==> src/waaqp_divider.sv <==
// Restoring unsigned divider, one quotient bit per cycle.
// No dependencies; all widths are passed in as parameters.
`timescale 1ns / 1ps

module waaqp_divider #(
   parameter int DVD_W = 38,
   parameter int DSR_W = 10
) (
   input  logic             clock,
   input  logic             reset,
   input  logic             start,
   input  logic [DVD_W-1:0] dividend,
   input  logic [DSR_W-1:0] divisor,
   output logic             done,
   output logic [DVD_W-1:0] quotient
);
   localparam int CNT_W = $clog2(DVD_W + 1);

   logic [DSR_W-1:0] rem_ff, rem_in;
   logic [DVD_W-1:0] quo_ff, quo_in;
   logic [CNT_W-1:0] cnt_ff, cnt_in;
   logic             busy_ff, busy_in;
   logic             done_ff, done_in;
   logic [DSR_W:0]   trial;
   logic [DSR_W:0]   diff;

   assign trial = {rem_ff, quo_ff[DVD_W-1]};
   assign diff  = trial - {1'b0, divisor};

   always_comb begin
      rem_in  = rem_ff;
      quo_in  = quo_ff;
      cnt_in  = cnt_ff;
      busy_in = busy_ff;
      done_in = 1'b0;
      if (start) begin
         rem_in  = '0;
         quo_in  = dividend;
         cnt_in  = CNT_W'(DVD_W);
         busy_in = 1'b1;
      end else if (busy_ff) begin
         if (trial >= {1'b0, divisor}) begin
            rem_in = diff[DSR_W-1:0];
            quo_in = {quo_ff[DVD_W-2:0], 1'b1};
         end else begin
            rem_in = trial[DSR_W-1:0];
            quo_in = {quo_ff[DVD_W-2:0], 1'b0};
         end
         cnt_in = cnt_ff - 1'b1;
         if (cnt_ff == CNT_W'(1)) begin
            busy_in = 1'b0;
            done_in = 1'b1;
         end
      end
   end

   always_ff @(posedge clock) begin
      if (reset) begin
         busy_ff <= 1'b0;
         done_ff <= 1'b0;
         cnt_ff  <= '0;
      end else begin
         busy_ff <= busy_in;
         done_ff <= done_in;
         cnt_ff  <= cnt_in;
      end
      rem_ff <= rem_in;
      quo_ff <= quo_in;
   end

   assign done     = done_ff;
   assign quotient = quo_ff;
endmodule

==> config.mk <==
export PLATFORM = sky130hd
export DESIGN_NAME = waaqp_divider
export DESIGN_NICKNAME = d
export VERILOG_FILES = /design/src/waaqp_divider.sv
export SDC_FILE = /design/constraint.sdc
export NUM_CORES = 1
export LEC_CHECK = 0
export BUFFER_PORTS_ARGS = -buffer_cell sky130_fd_sc_hd__buf_2
export CAP_MARGIN = 0
export CORE_AREA = 2 2 84 86
export CTS_CLUSTER_DIAMETER = 80
export CTS_CLUSTER_SIZE = 30
export DETAILED_ROUTE_END_ITERATION = 10
export DIE_AREA = 0 0 86 88
export GPL_TIMING_DRIVEN = 0
export PLACE_DENSITY = 0.7
export SLEW_MARGIN = 20
export SYNTH_ARGS = -nofsm -noshare
export SYNTH_HDL_FRONTEND = slang
export SYNTH_SLANG_ARGS = --single-unit
==> constraint.sdc <==
create_clock -name clock -period 2.7 [get_ports clock]
set_input_delay 0.405 -clock clock [delete_from_list [all_inputs] [get_ports clock]]
set_output_delay 0.405 -clock clock [all_outputs]
set_load 0.01 [all_outputs]
==> flow_metrics.env <==
export IMPL_n_antenna_cell=0
export IMPL_power_frac_seq_pct=52.3
export IMPL_whs_ns=0.387
export IMPL_die_w_um=86
export IMPL_path_clk_slew_ns=0.10
export IMPL_post_route_period_util_pct=84.0
export IMPL_maxCapViolations=0
export IMPL_firstDrtPassIters=4
export IMPL_critPathArrivalTime_ns=2.50
export IMPL_portBuffers=87
export IMPL_dpl_instance_area_um2=3470
export IMPL_path_cells="ha_1 -> o211ai_2 -> a21oi_2 -> o2111ai_2 -> a41oi_4 -> mux2_2 -> a211oi_1"
export IMPL_hpwl_um=4640
export IMPL_path_class="flop to flop"
export IMPL_die_y_um=88
export IMPL_crit_family="compound AO/OA/AOI/OAI gates"
export IMPL_fin_util_pct=53.7
export IMPL_slew_limit_headroom_pct=41.2
export IMPL_slew_viol_final=0
export IMPL_gp_congestion=0.811
export IMPL_grtUsageTotal_pct=16.8
export IMPL_syn_area_per_cell_um2=12.5
export IMPL_syn_instance_count=235
export IMPL_cts_tree="done"
export IMPL_vias_per_cell=5.19
export IMPL_status="completed"
export IMPL_postCtsHoldBufs=0
export IMPL_combPwrFrac_pct=23.7
export IMPL_skew_ns=0.00658
export IMPL_fin_area_um2=3570
export IMPL_yosysWarnings=0
export IMPL_htree_levels=2
export IMPL_cts_root_buf="clkbuf_8"
export IMPL_post_place_ws_ns=0.249
export IMPL_finalCriticalPeriod_ns=2.27
export IMPL_worstMarginPinSlew_ns=0.883
export IMPL_path_buf_inv=0
export IMPL_row_count=30
export IMPL_dr_total_vias=2126
export IMPL_synth_fp_nets=299
export IMPL_wl_um=6190
export IMPL_post_route_drc_count=0
export IMPL_grt_max_degree=39
export IMPL_die_area_um2=7570
export IMPL_grt_use_met1_pct=21.3
export IMPL_synthDistinctLibCells=43
export IMPL_fillerInstances=607
export IMPL_placedCellCount=402
export IMPL_setup_tns_ns=0
export IMPL_p_leak_nw=1.53
export IMPL_routedWlPerCell_um=15.1
export IMPL_drive_above_1_share_pct=45.2
export IMPL_crit_path_max_fanout=6
export IMPL_min_delay_path_class="primary input to flop"
export IMPL_finalHoldViolations=0
export IMPL_multiInputGateArea_um2=1290
export IMPL_clockBufferDepth=2
export IMPL_power_switching_uw=572
export IMPL_crit_path_end_kind="flop"
export IMPL_peakVddDrop_mv=0.310
export IMPL_powerDensity_nw_per_um2=571
export IMPL_boundaryPins=90
export IMPL_seq_area_frac_synth_pct=51.1
export IMPL_required_ns=2.93
export IMPL_startpoint_type="flop"
export IMPL_grtUsageMet2_pct=28.0
export IMPL_rsz0062_at_grt="false"
export IMPL_max_stage_delay_ns=0.43
export IMPL_ant_nets=0
export IMPL_netlist_area_um2=2940
export IMPL_initial_core_util_pct=44.2
export IMPL_antenna_found_initial=0
export IMPL_post_cts_resized=0
export IMPL_clock_sinks=56
export IMPL_cpMaxStageDelayCell="ha_1"
export IMPL_grt_pass1_wl_um=9920
export IMPL_core_area_um2=6640
export IMPL_power_total_mw=2.04
export IMPL_final_cells=410
export IMPL_switching_share_pct=28.1
export IMPL_fmax_mhz=441
export IMPL_power_internal_mw=1.46
export IMPL_postCtsSetupBuffers=0
export IMPL_first_global_vias=2178
export IMPL_synth_seq_cells=56
export IMPL_top_usage_layer="met2"
export IMPL_worstSkewPairLatency_ns=0.31
export IMPL_cts_made_buffers=5
export IMPL_grt_ovfl_total=0
export IMPL_regArea_um2=1500
export IMPL_drt_initial_drc_count=101
export IMPL_fin_ws_ns=0.433
export IMPL_setup_viol=0
export IMPL_clockPowerShare_pct=24.0
export IMPL_area_delta_synth_final_pct=21.5
export IMPL_grt_use_met3_pct=5.56
export IMPL_final_nets=393
==> worst paths after layout <==
kind                      from      endpoint  slack (ns)  cells past startpoint
setup reg to reg     rem_ff[1]     rem_ff[0]        0.43                      7
hold reg to reg      rem_ff[4]     rem_ff[4]        0.51                      2
hold / removal    dividend[13]  quotient[13]        0.39                      2
setup / recovery     rem_ff[1]     rem_ff[0]        0.43                      7
==> registers in the layout, indices dropped and copies added (netlist names) <==
| register | count |
|---|---|
| busy_ff | 1 |
| cnt_ff | 6 |
| done | 1 |
| quotient | 38 |
| rem_ff | 10 |
==> layout make-up <==
| cell class | instances | area share, % |
|---|---|---|
| clock inverters | 1 | 0.245 |
| clock buffers | 7 | 2.42 |
| plain buffers | 12 | 2.87 |
| flip-flops and latches | 56 | 42.1 |
| repair buffers | 87 | 12.2 |
| multi-input cells | 154 | 36.0 |
| well taps | 80 | 2.80 |
| inverters | 13 | 1.37 |
==> power groups by stage <==
| stage | logic, mW | registers, mW | clock network (mW) |
|---|---|---|---|
| finish | 0.482 | 1.07 | 0.489 |
| global route | 0.535 | 1.08 | 0.519 |
| CTS | 0.489 | 1.07 | 0.500 |
| detailed placement | 0.484 | 1.09 | 0 |
| global placement | 0.475 | 1.08 | 0 |
| floorplan | 0.299 | 1.11 | 0 |
==> synth_stat cells (all sizes together) <==
cell,instances,area (um^2)
fa,1,20.0
o211a,1,10.0
a211oi,8,60.1
or2,1,6.26
edfxtp,38,1140
nand4b,1,8.76
nand2,7,26.3
buf,2,15.0
ha,12,150
o21ai,1,5.00
o311ai,1,8.76
a41oi,1,27.5
a31o,1,8.76
mux2i,5,50.1
a31oi,2,12.5
dfxtp,18,360
nand3b,1,7.51
a21oi,9,48.8
a2111oi,1,15.0
nor4b,1,8.76
nand3,2,10.0
xor2,5,43.8
mux2,40,450
o2111ai,1,15.0
nor2,24,90.1
xnor2,6,52.6
clkbuf,10,87.6
nor3b,1,7.51
nand2b,3,18.8
nor4,2,12.5
nand4,2,12.5
a21boi,1,7.51
inv,13,48.8
nor3,6,30.0
a21o,3,23.8
and3b,1,8.76
or3b,1,8.76
o211ai,2,20.0
==> metal layers <==
metal	vias up	wire, um
met3	5	456
met1	1002	2730
li1	1048	-
met4	0	57
met2	71	2940
met5	-	0
==> cells by family (layout without fill, tap and decap cells) <==
family                     Yosys count  count (layout)  share of synthesized area, %
DFF                                 56              56                          51.1
and+or+nand+nor                     53              53                          8.73
muxes                               45              45                          17.0
AOI/OAI and AO/OA                   32              32                          8.94
buffers and inverters               25             120                          5.15
adders and majority gates           13              13                          5.79
xor gates and xnor gates            11              11                          3.28
==> cells in the final DEF, fill, tap and decap left out, types with 5 or more instances in the layout <==
master,count
a211oi_1,8
mux2i_1,5
nand2_1,7
edfxtp_1,38
inv_1,13
xor2_1,5
xnor2_1,6
clkbuf_8,11
buf_2,87
mux2_2,40
ha_1,12
clkbuf_1,6
dfxtp_1,18
a21oi_1,8
nor2_1,24
nor3_1,6
Power figures use the tool's default switching activity.
